$ cat config.mk
export PLATFORM = sky130hd
export DESIGN_NAME = lane_steering_mode_controller_top_flat
export DESIGN_NICKNAME = d
export VERILOG_FILES = /design/src/rtl/core/lsmc_pkg.sv /design/src/rtl/core/lsmc_if.sv /design/src/rtl/core/lane_steering_mode_controller_top.sv /design/src/flat_wrapper.sv
export VERILOG_INCLUDE_DIRS = /design/src /design/src/rtl/core
export SDC_FILE = /design/constraint.sdc
export NUM_CORES = 1
export LEC_CHECK = 0
export BUFFER_PORTS_ARGS = -buffer_cell sky130_fd_sc_hd__clkbuf_2
export CORE_ASPECT_RATIO = 1.4
export CORE_MARGIN = 2
export CORE_UTILIZATION = 47
export DETAILED_ROUTE_END_ITERATION = 7
export PLACE_DENSITY = 0.71
export SKIP_LAST_GASP = 1
export SYNTH_ARGS = -nofsm -noshare
export SYNTH_HDL_FRONTEND = slang
export SYNTH_SLANG_ARGS = --single-unit
$ cat constraint.sdc
create_clock -name clk -period 5.85 [get_ports clk]
set_input_delay 0.8775 -clock clk [delete_from_list [all_inputs] [get_ports clk]]
set_output_delay 0.8775 -clock clk [all_outputs]
set_load 0.05 [all_outputs]
$ cat src/rtl/core/lane_steering_mode_controller_top_macros.svh
// ----------------------------------------------------------------------------
// Lane steering mode controller assertion macros
// Clocked assertion wrappers shared by the controller RTL.
// ----------------------------------------------------------------------------
`ifndef LANE_STEERING_MODE_CONTROLLER_TOP_MACROS_SVH
`define LANE_STEERING_MODE_CONTROLLER_TOP_MACROS_SVH

// Checked on clk, off while arst_n is low.
`define LSMC_ASSERT(lbl, prop, msg) \
	lbl: assert property (@(posedge clk) disable iff (!arst_n) prop) else $error(msg);

// Checked on clk, reset included.
`define LSMC_ASSERT_ALWAYS(lbl, prop, msg) \
	lbl: assert property (@(posedge clk) prop) else $error(msg);

`endif

$ cat src/rtl/core/lsmc_pkg.sv
// ----------------------------------------------------------------------------
// Lane steering mode controller package
// Payload types, register map and command arithmetic.
// ----------------------------------------------------------------------------
package lsmc_pkg;

	localparam int unsigned DIR_W   = 12;
	localparam int unsigned CMD_W   = 8;
	localparam int unsigned ADDR_W  = 3;
	localparam int unsigned PDATA_W = 32;

	// Register index taken from paddr[2]
	localparam logic REG_DESCENT_CODE = 1'b0;
	localparam logic REG_CRUISE_CODE  = 1'b1;

	localparam logic [CMD_W-1:0] BASE_RIGHT    = 8'd50;
	localparam logic [CMD_W-1:0] BASE_STRAIGHT = 8'd75;
	localparam logic [CMD_W-1:0] BASE_LEFT     = 8'd100;
	localparam logic [DIR_W-1:0] DIR_CENTER    = 12'd1500;
	localparam logic [CMD_W-1:0] CMD_RIGHT_BIT = 8'h80;

	typedef struct packed {
		logic [DIR_W-1:0] direction;
		logic             departed_left;
		logic             departed_right;
		logic             forward_path;
		logic             right_turn_seen;
		logic             left_turn_seen;
		logic             left_line_seen;
		logic             right_line_seen;
		logic             downhill_seen;
		logic             downhill_confirm;
		logic             road_close;
		logic [CMD_W-1:0] previous_command;
	} frame_t;

	typedef struct packed {
		logic [CMD_W-1:0] command;
		logic             mode_going;
		logic             mode_left;
		logic             mode_right;
		logic             mode_curve;
	} result_t;

	// direction/20 = (direction>>2)/5; x*205>>10 is exact for x < 1024
	function automatic logic [CMD_W-1:0] dir_base(input logic [DIR_W-1:0] dir);
		logic [17:0] prod;
		prod = {8'd0, dir[DIR_W-1:2]} * 18'd205;
		return prod[17:10];
	endfunction

	function automatic logic [CMD_W-1:0] add_speed(
		input logic [CMD_W-1:0] base,
		input logic             use_slow,
		input logic [CMD_W-1:0] slow,
		input logic [CMD_W-1:0] normal
	);
		return base + (use_slow ? slow : normal);
	endfunction

endpackage

$ cat src/rtl/core/lsmc_if.sv
// ----------------------------------------------------------------------------
// Lane steering mode controller channels
// Valid/ready channels for input frames and command results.
// ----------------------------------------------------------------------------
interface lsmc_frame_if import lsmc_pkg::*; ();
	logic   valid;
	logic   ready;
	frame_t data;

	modport source (output valid, output data, input ready);
	modport sink (input valid, input data, output ready);
endinterface

interface lsmc_result_if import lsmc_pkg::*; ();
	logic    valid;
	logic    ready;
	result_t data;

	modport source (output valid, output data, input ready);
	modport sink (input valid, input data, output ready);
endinterface

$ cat src/rtl/core/lane_steering_mode_controller_top.sv
// ----------------------------------------------------------------------------
// Lane steering mode controller
// Turns vision frame flags into a steering-plus-speed command byte.
// ----------------------------------------------------------------------------
// One frame per clock unless the result stalls. A frame is captured into an
// input register, the ordered mode rules and the command sum are evaluated
// from it against the four mode flags, and the command plus updated flags
// land in the result register; the flags update on that same edge, so each
// frame sees the flags left by the frame before it. A result passes both
// registers before it is valid. While the result is stalled the result
// register holds and the input register takes a frame only while empty.
// The descent speed code sits at byte address 0 and the cruise speed code
// at address 4; write them only when the block is idle.
`include "lane_steering_mode_controller_top_macros.svh"

module lane_steering_mode_controller_top
	import lsmc_pkg::*;
(
	input  logic                clk,
	input  logic                arst_n,
	input  logic                psel,
	input  logic                penable,
	input  logic                pwrite,
	input  logic [ADDR_W-1:0]   paddr,
	input  logic [PDATA_W-1:0]  pwdata,
	output logic [PDATA_W-1:0]  prdata,
	output logic                pready,
	lsmc_frame_if.sink          frame,
	lsmc_result_if.source       result
);

	logic [CMD_W-1:0] descent_code_q;
	logic [CMD_W-1:0] cruise_code_q;

	logic   valid_s1;
	frame_t frame_s1;
	logic   out_valid_q;
	result_t out_q;

	logic going_q, left_q, right_q, curve_q;
	logic go_d, left_d, right_d, curve_d;
	logic [CMD_W-1:0] cmd_d;

	logic out_free;
	logic adv;
	logic cfg_wr;

	// ---------------- configuration ----------------
	assign pready = 1'b1;
	assign cfg_wr = psel && penable && pwrite;

	always_ff @(posedge clk or negedge arst_n) begin
		if (!arst_n) begin
			descent_code_q <= '0;
			cruise_code_q  <= '0;
		end else if (cfg_wr) begin
			case (paddr[2])
				REG_DESCENT_CODE: descent_code_q <= pwdata[CMD_W-1:0];
				REG_CRUISE_CODE:  cruise_code_q  <= pwdata[CMD_W-1:0];
				default: ;
			endcase
		end
	end

	always_comb begin
		case (paddr[2])
			REG_DESCENT_CODE: prdata = {{(PDATA_W-CMD_W){1'b0}}, descent_code_q};
			REG_CRUISE_CODE:  prdata = {{(PDATA_W-CMD_W){1'b0}}, cruise_code_q};
			default:          prdata = '0;
		endcase
	end

	// ---------------- handshake ----------------
	assign out_free    = !out_valid_q || result.ready;
	assign adv         = valid_s1 && out_free;
	assign frame.ready = !valid_s1 || out_free;

	always_ff @(posedge clk or negedge arst_n) begin
		if (!arst_n) begin
			valid_s1 <= 1'b0;
		end else if (frame.ready) begin
			valid_s1 <= frame.valid;
		end
	end

	always_ff @(posedge clk) begin
		if (frame.valid && frame.ready) begin
			frame_s1 <= frame.data;
		end
	end

	// ---------------- mode rules ----------------
	always_comb begin
		logic             done;
		logic             line;
		logic [CMD_W-1:0] buf_v;
		logic [CMD_W-1:0] dbase;

		go_d    = going_q;
		left_d  = left_q;
		right_d = right_q;
		curve_d = curve_q;
		done    = 1'b0;
		buf_v   = frame_s1.previous_command;
		dbase   = dir_base(frame_s1.direction);
		line    = frame_s1.left_line_seen || frame_s1.right_line_seen;
		cmd_d   = buf_v;

		if (frame_s1.departed_left) begin
			go_d    = 1'b0;
			right_d = 1'b1;
			cmd_d   = add_speed(BASE_RIGHT, frame_s1.downhill_seen,
				descent_code_q, cruise_code_q);
			done    = 1'b1;
		end else if (frame_s1.departed_right) begin
			go_d   = 1'b0;
			left_d = 1'b1;
			cmd_d  = add_speed(BASE_LEFT, frame_s1.downhill_seen && right_d,
				descent_code_q, cruise_code_q);
			done   = 1'b1;
		end else begin
			if (go_d) begin
				if (!frame_s1.forward_path &&
					(frame_s1.right_turn_seen || frame_s1.left_turn_seen)) begin
					go_d    = 1'b0;
					curve_d = 1'b1;
					cmd_d   = buf_v;
					done    = 1'b1;
				end else if (!(right_d || left_d)) begin
					cmd_d = add_speed(dbase, 1'b0, descent_code_q, cruise_code_q);
					done  = 1'b1;
				end
			end
			if (!done && right_d) begin
				if (!line) begin
					left_d  = 1'b0;
					right_d = 1'b0;
					go_d    = 1'b1;
					cmd_d   = buf_v;
					done    = 1'b1;
				end else if (frame_s1.downhill_seen && frame_s1.downhill_confirm) begin
					cmd_d = add_speed(dbase, 1'b1, descent_code_q, cruise_code_q);
					done  = 1'b1;
				end else begin
					// fall through to the later rules with bit 7 forced
					buf_v = buf_v | CMD_RIGHT_BIT;
				end
			end
			if (!done && left_d) begin
				if (!line) begin
					left_d  = 1'b0;
					right_d = 1'b0;
					go_d    = 1'b1;
				end
				cmd_d = buf_v;
				done  = 1'b1;
			end
			if (!done && curve_d) begin
				if (frame_s1.road_close) begin
					if (frame_s1.direction < DIR_CENTER) begin
						curve_d = 1'b0;
						right_d = 1'b1;
						cmd_d   = add_speed(BASE_RIGHT, frame_s1.downhill_seen,
							descent_code_q, cruise_code_q);
					end else if (frame_s1.direction > DIR_CENTER) begin
						curve_d = 1'b0;
						left_d  = 1'b1;
						cmd_d   = add_speed(BASE_LEFT, frame_s1.downhill_seen && right_d,
							descent_code_q, cruise_code_q);
					end else begin
						cmd_d = add_speed(dbase, frame_s1.downhill_seen && right_d,
							descent_code_q, cruise_code_q);
					end
				end else begin
					cmd_d = add_speed(BASE_STRAIGHT, frame_s1.downhill_seen && right_d,
						descent_code_q, cruise_code_q);
				end
				done = 1'b1;
			end
			if (!done) begin
				cmd_d = buf_v;
			end
		end
	end

	// Flags advance together with the result register
	always_ff @(posedge clk or negedge arst_n) begin
		if (!arst_n) begin
			going_q <= 1'b1;
			left_q  <= 1'b0;
			right_q <= 1'b0;
			curve_q <= 1'b0;
		end else if (adv) begin
			going_q <= go_d;
			left_q  <= left_d;
			right_q <= right_d;
			curve_q <= curve_d;
		end
	end

	always_ff @(posedge clk or negedge arst_n) begin
		if (!arst_n) begin
			out_valid_q <= 1'b0;
		end else if (out_free) begin
			out_valid_q <= valid_s1;
		end
	end

	always_ff @(posedge clk) begin
		if (adv) begin
			out_q.command    <= cmd_d;
			out_q.mode_going <= go_d;
			out_q.mode_left  <= left_d;
			out_q.mode_right <= right_d;
			out_q.mode_curve <= curve_d;
		end
	end

	assign result.valid = out_valid_q;
	assign result.data  = out_q;

	// ---------------- assertions ----------------
	`LSMC_ASSERT(a_result_from_stage, $rose(out_valid_q) |-> $past(valid_s1), "result without a staged frame")
	`LSMC_ASSERT(a_flags_hold, !adv |=> $stable({going_q, left_q, right_q, curve_q}), "mode flags moved without a transaction")
	`LSMC_ASSERT(a_flags_match, out_valid_q |-> (out_q.mode_going == going_q && out_q.mode_left == left_q && out_q.mode_right == right_q && out_q.mode_curve == curve_q), "result flags differ from mode state")
	`LSMC_ASSERT_ALWAYS(a_pready_high, pready, "pready dropped")

endmodule

$ cat src/flat_wrapper.sv
// flat-port wrapper written by rule: the top's interface ports become plain ports
module lane_steering_mode_controller_top_flat import lsmc_pkg::*;
  (clk, arst_n, psel, penable, pwrite, paddr, pwdata, prdata, pready, frame_valid, frame_data, frame_ready, result_valid, result_data, result_ready);
  lsmc_frame_if frame_i ();
  lsmc_result_if result_i ();
  input  logic clk;
  input  logic arst_n;
  input  logic psel;
  input  logic penable;
  input  logic pwrite;
  input  logic [ADDR_W-1:0] paddr;
  input  logic [PDATA_W-1:0] pwdata;
  output logic [PDATA_W-1:0] prdata;
  output logic pready;
  input wire logic [$bits(frame_i.valid)-1:0] frame_valid;
  input wire logic [$bits(frame_i.data)-1:0] frame_data;
  output wire logic [$bits(frame_i.ready)-1:0] frame_ready;
  output wire logic [$bits(result_i.valid)-1:0] result_valid;
  output wire logic [$bits(result_i.data)-1:0] result_data;
  input wire logic [$bits(result_i.ready)-1:0] result_ready;
  assign frame_i.valid = frame_valid;
  assign frame_i.data = frame_data;
  assign frame_ready = frame_i.ready;
  assign result_valid = result_i.valid;
  assign result_data = result_i.data;
  assign result_i.ready = result_ready;
  lane_steering_mode_controller_top u_core (.clk(clk), .arst_n(arst_n), .psel(psel), .penable(penable), .pwrite(pwrite), .paddr(paddr), .pwdata(pwdata), .prdata(prdata), .pready(pready), .frame(frame_i), .result(result_i));
endmodule
After elaboration in Yosys (flattened, before gate mapping). Index checks and enable logic that the tools add are counted.

Register bits after elaboration: 64. Input bits: 72. Output and inout port bits: 47. Word-level logic and storage cells: 138.

Add/subtract/negate cells: 7. Multipliers: 1. Order comparisons: 2. Mux-type cells: 78. Bitwise operators: 1. Reduce and logical (&&, ||, !) cells: 24.

Operator list (number): 8-bit two-way mux (20); 32-bit case mux with 2 select lines (1); 1-bit two-way mux (57); 7-bit by 8-bit adder with 8-bit output, first input constant (3); 8-bit adder (3); 10-bit by 8-bit multiplier with 18-bit output, second input constant (1); 12-bit by 11-bit > comparator with 1-bit output, second input constant (1); 12-bit by 11-bit < comparator with 1-bit output, second input constant (1); 1-bit logical AND (11); 6-bit by 8-bit adder with 8-bit output, first input constant (1); 1-bit logical NOT (6); 1-bit logical OR (5); 2-bit AND reduction (2); 1-bit inverter (1).

Logic depth before layout (Yosys ltp). Gate-level depths: netlist of run 1.

Word-level depth: 26. Depth in mapped cells: 26. Depth with buffers taken out: 26.

Worst setup path after synthesis of run 1. No wires, ideal clock.

Path type: register to register. Start point: reg u_core.frame_s1[26] (netlist name). End point: reg u_core.out_q (netlist bit u_core.result.data[11]), data pin. Arrival: 5.560 ns. Path slack: 0.025 ns. Cell stages (with the launch flop): 25. Buffers on the path: 0. Clock period less this slack: 5.825 ns. Path through: edfxtp_1 -> ha_1 -> fa_1 -> inv_1 -> fa_1 -> inv_1 -> fa_1 -> inv_1 -> ha_1 -> o21ai_0 -> nor3b_1 -> nor2_1 -> nor2b_1 -> nor2_1 -> xnor2_1 -> ha_1 -> a21o_1 -> a21oi_1 -> nor2b_1 -> o21a_1 -> o41ai_1 -> xnor2_1 -> xnor2_1 -> a221oi_1 -> o31ai_1.

Word-level cells in the longest chain between the ends: 13. Elaborated cells on any way between the ends: 20.

Ends and longest elaborated chain: from (decl) (RTL line lane_steering_mode_controller_top.sv:36) `frame_t frame_s1;`; from (signal assigned) (RTL line lane_steering_mode_controller_top.sv:88) `frame_s1 <= frame.data;`; 10-bit by 8-bit multiplier with 18-bit output (RTL line lsmc_pkg.sv:48) `prod = {8'd0, dir[DIR_W-1:2]} * 18'd205;`; 8-bit adder (RTL line lsmc_pkg.sv:58) `return base + (use_slow ? slow : normal);`; 8-bit two-way mux (RTL line lane_steering_mode_controller_top.sv:129) `end else if (!(right_d || left_d)) begin`; 8-bit two-way mux (RTL line lane_steering_mode_controller_top.sv:123) `if (!frame_s1.forward_path &&`; 8-bit two-way mux (RTL line lane_steering_mode_controller_top.sv:122) `if (go_d) begin`; 8-bit two-way mux (RTL line lane_steering_mode_controller_top.sv:141) `end else if (frame_s1.downhill_seen && frame_s1.downhill_confirm) begin`; 8-bit two-way mux (RTL line lane_steering_mode_controller_top.sv:135) `if (!line) begin`; 8-bit two-way mux (RTL line lane_steering_mode_controller_top.sv:134) `if (!done && right_d) begin`; 8-bit two-way mux (RTL line lane_steering_mode_controller_top.sv:149) `if (!done && left_d) begin`; 8-bit two-way mux * (RTL line lane_steering_mode_controller_top.sv:158) `if (!done && curve_d) begin`; 8-bit two-way mux * (RTL line lane_steering_mode_controller_top.sv:180) `if (!done) begin`; 8-bit two-way mux * (RTL line lane_steering_mode_controller_top.sv:115) `end else if (frame_s1.departed_right) begin`; 8-bit two-way mux * (RTL line lane_steering_mode_controller_top.sv:109) `if (frame_s1.departed_left) begin`; via u_core.cmd_d[7] (RTL line lane_steering_mode_controller_top.sv:42) `logic [CMD_W-1:0] cmd_d;`; to (decl) (RTL line lane_steering_mode_controller_top.sv:38) `result_t out_q;`.

Mark *: on every way through the listed nets, which the timed path passes. The rest lies on a longest branch. A chain may end at the register's enable or synchronous reset.

Final worst setup path of run 1.
Start point: reg u_core.frame_s1[21] (netlist name). End point: reg u_core.out_q (netlist bit u_core.result.data[10]), data pin.

The elaborated chain is that of the path after synthesis.

==> reports/qor.yml, run 1 <==
finish:
  fin_area_mm2: 0.00791
  drive_gt1_share_pct: 34.2
  nets: 930
  layout-area-overhead-vs-synth_pct: 26.5
  diodes: 0
  fin_cells: 942
status:
  violations: "negative setup slack"
  run_status: "finished with violations"
floorplanning:
  start_util_pct: 48.3
  ios: 119
  rows: 49
  core_mm2: 0.0129
  die_h_um: 140
  die_w_um: 101
  die_area_mm2: 0.0143
critical_path:
  crit_type: "register to register"
  cpMaxStageDelayCell: "fa_1"
  crit_required_ns: 5.94
  cp_common_cell: "a21o_1"
  crit_path_end_kind: "register"
  cp.arrival_ns: 6.13
  cp_slowest_stage_delay_ns: 0.50
  crit_fanout: 3
  worstSetupStartpointType: "register"
  path_delay_family: "adder cells"
  crit_buf_inv: 4
sta:
  rsz0062_at_grt: "true"
  period_needed_ns: 6.05
  maxSlewViolCount: 0
  timing.final.hold_violations: 0
  finalSetupViolations: 2
  fin_skew_ns: 0.00961
  final.period_utilization_pct: 103
  relSlewSlack_pct: 27.9
  setup_ws_ns: -0.198
  max_freq_mhz: 165
  tightest_slew_ns: 1.08
logic_synthesis:
  synth_top_area_share_pct: 20.2
  synth.largest_area_cell: "edfxtp_1"
  yosysWarnings: 0
  synth_cell_types: 65
  syn_inst: 633
  ys_top_cells_by_area: "edfxtp_1 20%, ha_1 16%, dfrtp_1 8.4%"
  ys_seq_area_share_pct: 29.0
  synthArstFlopShare_pct: 34.4
  synth-main-ff-cell: "edfxtp_1"
  synth.avg_cell_area_um2: 9.88
  synth-seq-cells: 64
  synthMostInstantiatedCell: "ha_1"
  yosys-top-cells-count: "80 x ha_1, 68 x inv_1, 42 x edfxtp_1, 35 x nor2_1, 34 x mux2_2"
  synth_edf_count: 42
  syn_area_mm2: 0.00625
placement:
  io_buffers: 67
  gp_congestion: 0.983
  place_area_mm2: 0.00706
  placed_cells: 916
  dp_hpwl_mm: 12.7
routing:
  drc_errors: 0
  antenna_left: 0
  avgViaCountPerCell: 5.53
  drtIter0Drc: 335
  vias: 5212
  drt_wl_total_mm: 16.7
  wl_per_cell_um: 17.7
  first_pass_iters: 5
pwr:
  power.density_mw_per_mm2: 578
  p_leak_nw: 3.71
  vdd_ir_drop_max_uv: 335
clocking:
  cts_sinks: 64
  clock_tree.buffer_depth: 2
  numCtsBuffers: 9
  clockRootBuffer: "clkbuf_16"
  cts_tree: "built"
  clk_pin_slew_ns: 0.05
  insertion_delay_ns: 0.34
  h-tree-depth: 3
job:
  cap_viol_max_count: 0
global_routing:
  grt_util_all_layers_pct: 23.6
  grt_max_degree: 31
  antenna_found_initial: 0
  grt_pass1_vias: 5407
  overflow: 0
  grt_pass1_wl_mm: 25.8
min_path:
  hp-class: "register to register"
-- final cells by class --
cell class / count / area, µm²
clock buffer: 10 / 239
multi-input combinational: 480 / 4410
clock inverter: 6 / 91.3
timing repair buffer: 136 / 881
fill: 1008 / 5030
sequential: 64 / 1810
inverter: 68 / 255
tap: 178 / 223
-- timing repair --
item	in CTS	in global routing
endpoints found under the hold margin	0	0
resized for setup	50	27
hold buffers	0	0
pin swaps	46	17
buffers inserted	7	3
setup endpoints to repair	5	5
-- placed cells by master, fill, tap and decap left out, types with 19 or more instances in the layout --
cell type,count
clkbuf_2,67
inv_1,65
buf_4,64
ha_1,62
edfxtp_1,42
mux2_2,34
nand2_1,33
nor2_1,30
conb_1,25
dfrtp_1,21
xor2_1,20
o21ai_0,20
mux2i_1,19
-- metal layers --
metal	wire length [µm]	track usage [%]	share of wire [%]
met1	5820	24.1	35
met2	9080	43.4	54
met3	710	3.69	4.3
met4	1080	14.7	6.4
met5	0	0	0
-- report_power, final --
group	internal, mW	total [mW]	switching, mW
clock	0.387	0.597	0.210
sequential	0.555	0.677	0.122
combinational	1.63	3.30	1.67
total	2.57	4.57	2.00
-- logic make-up after synthesis --
family          Yosys count  share of synthesized area, %
mux                      53                          9.17
fa+ha+maj                99                          22.1
other cells               2                         0.120
flops                    64                          29.0
buf+inv                 112                          8.54
xor+xnor                 48                          6.96
simple gates            128                          9.79
compound gates          127                          14.3
-- through the flow --
stage                     worst slack [ns]  utilization, %  power, mW  setup TNS, ns  hold WS [ns]
after floorplan                     0.0254               -       2.40              0         0.457
after global placement              -0.253            54.6       3.32         -0.428         0.475
after detailed placement            -0.374            54.6       3.41          -1.03         0.507
after CTS                          -0.0420            59.8       4.24        -0.0757         0.518
after global routing                -0.424            61.1       4.88          -1.11         0.534
final                               -0.198            61.1       4.57         -0.304         0.516
-- state kept, by name, indices dropped and copies added, names as in the netlist --
name                   cells
u_core.cruise_code_q       8
u_core.going_q             1
u_core.result.valid        1
u_core.result.data        12
u_core.right_q             1
u_core.descent_code_q      8
u_core.curve_q             1
u_core.left_q              1
u_core.frame_s1           30
u_core.valid_s1            1
-- final timing paths --
| check | from | cells past startpoint | slack, ns | to |
|---|---|---|---|---|
| worst min register to register | u_core.valid_s1 | 1 | 0.52 | u_core.result.valid |
| min in group asynchronous | arst_n | 1 | 0.55 | u_core.cruise_code_q[0] |
| worst max-delay path | u_core.frame_s1[21] | 26 | -0.20 | u_core.result.data[10] |
| worst min-delay path | u_core.valid_s1 | 1 | 0.52 | u_core.result.valid |
| max in group asynchronous | arst_n | 1 | 4.88 | u_core.cruise_code_q[5] |
| worst max register to register | u_core.frame_s1[21] | 26 | -0.20 | u_core.result.data[10] |
Power figures use the tool's default switching activity.
==> run 2: changes to the inputs <==
PLACE_DENSITY = 0.68   (was 0.71)
clock period = 7.2 ns   (was 5.85 ns; I/O delays follow)
==> reports/qor.yml, run 2 (synthesis results as in run 1) <==
routing:
  avgViaCountPerCell: 5.58  # was 5.53
  drt_wl_total_mm: 15.9  # was 16.7 mm
  drc_errors: 0  # unchanged
  vias: 4880  # was 5212
  first_pass_iters: 6  # was 5
  drtIter0Drc: 303  # was 335
  wl_per_cell_um: 18.1  # was 17.7 µm
  antenna_left: 0  # unchanged
pwr:
  p_leak_nw: 3.28  # was 3.71 nW
  power.density_mw_per_mm2: 402  # was 578 mW/mm²
  p_comb_share_pct: 65.3  # was 72.1%
  vdd_ir_drop_max_uv: 229  # was 335 µV
  clkPwrFrac_pct: 14.8  # was 13.1%
  switchingPower_mw: 1.33  # was 2.00 mW
  p_int_mw: 1.46  # was 2.57 mW
  switching_share_pct: 47.7  # was 43.7%
  power_frac_seq_pct: 19.8  # was 14.8%
finish:
  final_cell_mix: "80 x ha_1, 68 x inv_1, 67 x clkbuf_2"  # was 67 x clkbuf_2, 65 x inv_1, 64 x buf_4
  diodes: 0  # unchanged
  layout-area-overhead-vs-synth_pct: 10.6  # was 26.5%
  fillers: 1202  # was 1008
  layout_commonest_cell: "ha_1"  # was clkbuf_2
  drive_gt1_share_pct: 19.5  # was 34.2%
  fin_cells: 875  # was 942
  largest_register_ff_count: 30  # unchanged
  nets: 863  # was 930
  regMostFlops: "u_core.frame_s1"  # unchanged
floorplanning:
  core_mm2: 0.0129  # unchanged
  start_util_pct: 48.3  # unchanged
  rows: 49  # unchanged
  ios: 119  # unchanged
  die_area_mm2: 0.0143  # unchanged
  die_w_um: 101  # unchanged
  die_h_um: 140  # unchanged
min_path:
  hp-class: "register to register"  # unchanged
clocking:
  holdBufCountCts: 0  # unchanged
  cts_sinks: 64  # unchanged
  cts_resized: 0  # was 50
  clock_tree.buffer_depth: 2  # unchanged
  h-tree-depth: 3  # unchanged
  cts_tree: "built"  # unchanged
  numCtsBuffers: 9  # unchanged
  insertion_delay_ns: 0.34  # about the same
  clockRootBuffer: "clkbuf_16"  # unchanged
  cts_setup_buffers: 0  # was 7
  clk_pin_slew_ns: 0.05  # about the same
sta:
  max_freq_mhz: 154  # was 165 MHz
  finalSetupViolations: 0  # was 2
  final.period_utilization_pct: 90.3  # was 103%
  timing.final.hold_violations: 0  # unchanged
  relSlewSlack_pct: 57.1  # was 27.9%
  setup_tns_ns: 0  # was -0.304 ns
  maxSlewViolCount: 0  # unchanged
  period_needed_ns: 6.50  # was 6.05 ns
  fin_skew_ns: 0.00713  # was 0.00961 ns
  rsz0062_at_grt: "false"  # was true
  tightest_slew_ns: 0.639  # was 1.08 ns
global_routing:
  antenna_found_initial: 0  # unchanged
  grt_util_all_layers_pct: 23.1  # was 23.6%
  grt_pass1_wl_mm: 25.1  # was 25.8 mm
  grt_max_degree: 31  # unchanged
  overflow: 0  # unchanged
  grt_pass1_vias: 4929  # was 5407
critical_path:
  r2r.worst_path.cells: 26  # unchanged
  crit_cells: 26  # unchanged
  crit_path_end_kind: "register"  # unchanged
  crit_required_ns: 7.29  # was 5.94 ns
  r2r_start: "u_core.frame_s1[27]"  # was u_core.frame_s1[21]
  endpoint: "u_core.result.data[10]"  # unchanged
  cp.arrival_ns: 6.59  # was 6.13 ns
  r2r_slack_ns: 0.70  # was -0.20 ns
  cpMaxStageDelayCell: "fa_1"  # unchanged
  worstSetupStartpointType: "register"  # unchanged
  cp_common_cell: "inv_1"  # was a21o_1
  crit_buf_inv: 5  # was 4
  rr_endpoint: "u_core.result.data[10]"  # unchanged
  cp_slowest_stage_delay_ns: 0.55  # was 0.50 ns
  crit_fanout: 6  # was 3
  crit_type: "register to register"  # unchanged
  path_delay_family: "adder cells"  # unchanged
  crit_path_start: "u_core.frame_s1[27]"  # was u_core.frame_s1[21]
job:
  cap_viol_max_count: 0  # unchanged
placement:
  gp_congestion: 0.947  # was 0.983
  placed_cells: 859  # was 916
  io_buffers: 67  # unchanged
  dp_hpwl_mm: 12.5  # was 12.7 mm
status:
  run_status: "complete, no violations"  # was finished with violations
run 2: cell count changes in the layout (fill, tap and decap cells not counted), sizes merged:
cell      change
bufinv        -2
inv           -1
buf          -67
clkinvlp      +3
run 2: cell type report:
cell class                      count  area (µm²)  area share (%)
Tap cell                          178         223            3.22
Multi-Input combinational cell    480        3990            57.7
Inverter                           68         255            3.69
Clock inverter                      6        45.0           0.651
Sequential cell                    64        1810            26.2
Clock buffer                       10         239            3.46
Timing Repair Buffer               69         350            5.07
run 2: stage by stage:
step	total power, mW	utilization [%]	setup slack, ns	instance area (µm²)	hold slack, ns
2_1_floorplan	1.95	-	1.38	6340	0.457
6_report	2.78	53.5	0.696	6920	0.506
5_1_grt	3.01	53.5	0.291	6920	0.558
3_5_place_dp	2.36	51.3	0.721	6630	0.499
3_3_place_gp	2.31	51.3	0.868	6630	0.474
4_1_cts	2.79	53.5	0.718	6920	0.516
run 2: layer usage:
metal | share of wire (%) | vias to the layer above | wire, µm | GRT usage [%]
met5 | 0 | - | 0 | 0
met4 | 5.1 | 0 | 812 | 13.1
met3 | 4.9 | 52 | 776 | 4.04
met2 | 54 | 180 | 8570 | 41.7
met1 | 36 | 2325 | 5710 | 24.8
li1 | - | 2323 | - | -
run 2: worst min-delay path by stage:
stage | startpoint | cells after the start | end
global placement | u_core.valid_s1 | 1 | u_core.result.valid
CTS | u_core.valid_s1 | 1 | u_core.result.valid
detailed placement | u_core.valid_s1 | 1 | u_core.result.valid
finish | u_core.valid_s1 | 1 | u_core.result.valid
floorplan | u_core.valid_s1 | 1 | u_core.result.valid
global route | u_core.valid_s1 | 1 | u_core.result.valid
run 2: power by group through the flow:
stage / Combinational (mW) / Sequential, mW / Clock [mW]
after floorplan: 1.41 / 0.538 / 0
after global placement: 1.75 / 0.552 / 0
after detailed placement: 1.81 / 0.555 / 0
after CTS: 1.82 / 0.548 / 0.419
after global routing: 2.02 / 0.557 / 0.436
final: 1.82 / 0.552 / 0.412
==> run 3: changes to the inputs <==
ABC_AREA = 1   (was unset)
==> reports/qor.yml, run 3 <==
status:
  run_status: "complete, no violations"  # unchanged
finish:
  regMostFlops: "u_core.frame_s1"  # unchanged
  fin_area_mm2: 0.00727  # was 0.00692 mm²
  largest_register_ff_count: 30  # unchanged
  layout_commonest_cell: "nand2_1"  # was ha_1
  fillers: 1330  # was 1202
  seq_area_mm2: 0.00181  # unchanged
  diodes: 0  # unchanged
  multi_input_area_mm2: 0.00400  # was 0.00399 mm²
  nets: 1086  # was 863
  drive_gt1_share_pct: 13.6  # was 19.5%
  layout-area-overhead-vs-synth_pct: 11.4  # was 10.6%
  final_cell_mix: "180 x nand2_1, 140 x inv_1, 80 x ha_1"  # was 80 x ha_1, 68 x inv_1, 67 x clkbuf_2
  fin_cells: 1102  # was 875
sta:
  tightest_slew_ns: 0.807  # was 0.639 ns
  fin_hold_ws_ns: 0.495  # was 0.506 ns
  setup_tns_ns: 0  # unchanged
  rsz0062_at_grt: "false"  # unchanged
  max_freq_mhz: 160  # was 154 MHz
  maxSlewViolCount: 0  # unchanged
  relSlewSlack_pct: 46.2  # was 57.1%
  fin_skew_ns: 0.00460  # was 0.00713 ns
  final.period_utilization_pct: 86.9  # was 90.3%
  period_needed_ns: 6.25  # was 6.50 ns
  timing.final.hold_violations: 0  # unchanged
  finalSetupViolations: 0  # unchanged
routing:
  drtIter0Drc: 262  # was 303
  drt_wl_total_mm: 16.2  # was 15.9 mm
  wl_per_cell_um: 14.7  # was 18.1 µm
  avgViaCountPerCell: 5.08  # was 5.58
  vias: 5596  # was 4880
  antenna_left: 0  # unchanged
  first_pass_iters: 5  # was 6
  drc_errors: 0  # unchanged
pwr:
  clkPwrFrac_pct: 15.7  # was 14.8%
  p_int_mw: 1.46  # about the same
  power_frac_seq_pct: 17.5  # was 19.8%
  p_comb_share_pct: 66.8  # was 65.3%
  switchingPower_mw: 1.46  # was 1.33 mW
  power.density_mw_per_mm2: 402  # about the same
  power_mw: 2.92  # was 2.78 mW
  switching_share_pct: 50.1  # was 47.7%
  vdd_ir_drop_max_uv: 242  # was 229 µV
  p_leak_nw: 3.81  # was 3.28 nW
floorplanning:
  die_w_um: 104  # was 101 µm
  start_util_pct: 48.5  # was 48.3%
  die_area_mm2: 0.0149  # was 0.0143 mm²
  rows: 50  # was 49
  core_mm2: 0.0135  # was 0.0129 mm²
  die_h_um: 143  # was 140 µm
  ios: 119  # unchanged
critical_path:
  cp.arrival_ns: 6.41  # was 6.59 ns
  crit_path_start: "u_core.frame_s1[28]"  # was u_core.frame_s1[27]
  cp_slowest_stage_delay_ns: 0.53  # was 0.55 ns
  crit_path_end_kind: "register"  # unchanged
  cp_common_cell: "nand2_1"  # was inv_1
  crit_required_ns: 7.36  # was 7.29 ns
  worstSetupStartpointType: "register"  # unchanged
  crit_fanout: 6  # unchanged
  crit_type: "register to register"  # unchanged
  cpMaxStageDelayCell: "fa_1"  # unchanged
  r2r_start: "u_core.frame_s1[28]"  # was u_core.frame_s1[27]
min_path:
  hp-class: "register to register"  # unchanged
  hold_start: "u_core.valid_s1"  # unchanged
clocking:
  cts_resized: 0  # unchanged
  insertion_delay_ns: 0.33  # was 0.34 ns
  cts_setup_buffers: 0  # unchanged
  cts_sinks: 64  # unchanged
  clock_tree.buffer_depth: 2  # unchanged
  clockRootBuffer: "clkbuf_16"  # unchanged
  numCtsBuffers: 9  # unchanged
  holdBufCountCts: 0  # unchanged
  clk_pin_slew_ns: 0.05  # about the same
  cts_tree: "built"  # unchanged
  h-tree-depth: 3  # unchanged
logic_synthesis:
  synth_top_area_share_pct: 19.3  # was 20.2%
  synth.largest_area_cell: "edfxtp_1"  # unchanged
  synth-seq-cells: 64  # unchanged
  synth_edf_count: 42  # unchanged
  synthMostInstantiatedCell: "nand2_1"  # was ha_1
  synth-main-ff-cell: "edfxtp_1"  # unchanged
  yosysWarnings: 0  # unchanged
  synthArstFlopShare_pct: 34.4  # unchanged
  yosys-top-cells-count: "180 x nand2_1, 140 x inv_1, 80 x ha_1, 61 x o21ai_0, 56 x a21oi_1"  # was 80 x ha_1, 68 x inv_1, 42 x edfxtp_1, 35 x nor2_1, 34 x mux2_2
  synth.avg_cell_area_um2: 7.70  # was 9.88 µm²
  ys_top_cells_by_area: "edfxtp_1 19%, ha_1 15%, nand2_1 10%"  # was edfxtp_1 20%, ha_1 16%, dfrtp_1 8.4%
  syn_inst: 847  # was 633
  ys_seq_area_share_pct: 27.8  # was 29.0%
  syn_area_mm2: 0.00653  # was 0.00625 mm²
  synth_cell_types: 51  # was 65
placement:
  dp_hpwl_mm: 13.2  # was 12.5 mm
  place_area_mm2: 0.00695  # was 0.00663 mm²
  io_buffers: 67  # unchanged
  placed_cells: 1086  # was 859
  gp_congestion: 1.01  # was 0.947
global_routing:
  grt_pass1_vias: 5360  # was 4929
  grtUsageMet2_pct: 40.6  # was 41.7%
  grt_pass1_wl_mm: 26.2  # was 25.1 mm
  overflow: 0  # unchanged
  grt_util_all_layers_pct: 22.5  # was 23.1%
  antenna_found_initial: 0  # unchanged
  grt.met3_usage_pct: 2.31  # was 4.04%
  top_usage_layer: "met2"  # unchanged
  grt_max_degree: 31  # unchanged
  gr-usage-met1_pct: 25.9  # was 24.8%
job:
  cap_viol_max_count: 0  # unchanged
-- run 3: layout make-up --
| type | instances | area share (%) |
|---|---|---|
| multi-input combinational | 621 | 55.0 |
| timing repair buffer | 69 | 4.82 |
| clock inverter | 4 | 0.930 |
| sequential | 64 | 24.9 |
| inverter | 150 | 7.78 |
| clock buffer | 12 | 3.39 |
| tap | 182 | 3.13 |
-- run 3: metrics by stage --
stage          util (%)  setup WS (ns)
2_1_floorplan         -           1.66
3_3_place_gp       51.7           1.00
3_5_place_dp       51.7          0.967
4_1_cts            54.0          0.933
5_1_grt            54.0          0.400
6_report           54.0          0.946
-- run 3: worst max-delay path, delay by kind of cell (launching register included) --
family	cells	cell delay (ns)
AND/OR/NAND/NOR	11	0.91
flip-flops	1	0.48
adder cells (fa/ha/maj)	6	2.62
XOR/XNOR	2	0.60
buffers and inverters	5	0.26
AO/OA/AOI/OAI	6	1.18
-- run 3: final timing paths --
kind,end,slack (ns),cells past startpoint
max in group asynchronous,u_core.descent_code_q[3],6.07,1
hold / removal,u_core.result.valid,0.49,2
setup / recovery,u_core.result.data[10],0.95,30
min in group asynchronous,u_core.curve_q,0.74,1
hold reg to reg,u_core.result.valid,0.49,2
setup reg to reg,u_core.result.data[10],0.95,30
-- run 3: kinds of logic after synthesis --
kind of cell             count (synthesis)  share of synthesized area (%)
AND/OR/NAND/NOR                        317                           21.8
AO/OA/AOI/OAI                          154                           13.4
adder cells (fa/ha/maj)                 99                           21.2
XOR/XNOR                                26                           3.49
buffers and inverters                  185                           12.3
other                                    2                          0.115
flip-flops                              64                           27.8
-- run 3: power by group through the flow --
stage / registers (mW) / clock network [mW] / logic [mW]
finish: 0.512 / 0.458 / 1.95
global route: 0.517 / 0.479 / 2.21
CTS: 0.511 / 0.463 / 1.94
detailed placement: 0.518 / 0 / 1.91
global placement: 0.517 / 0 / 1.90
floorplan: 0.532 / 0 / 1.47
-- run 3: routing by layer --
metal  part of all wire [%]  wire, µm
met2                     49      8010
met5                      0         0
met3                    4.2       675
met4                    5.5       890
met1                     41      6620
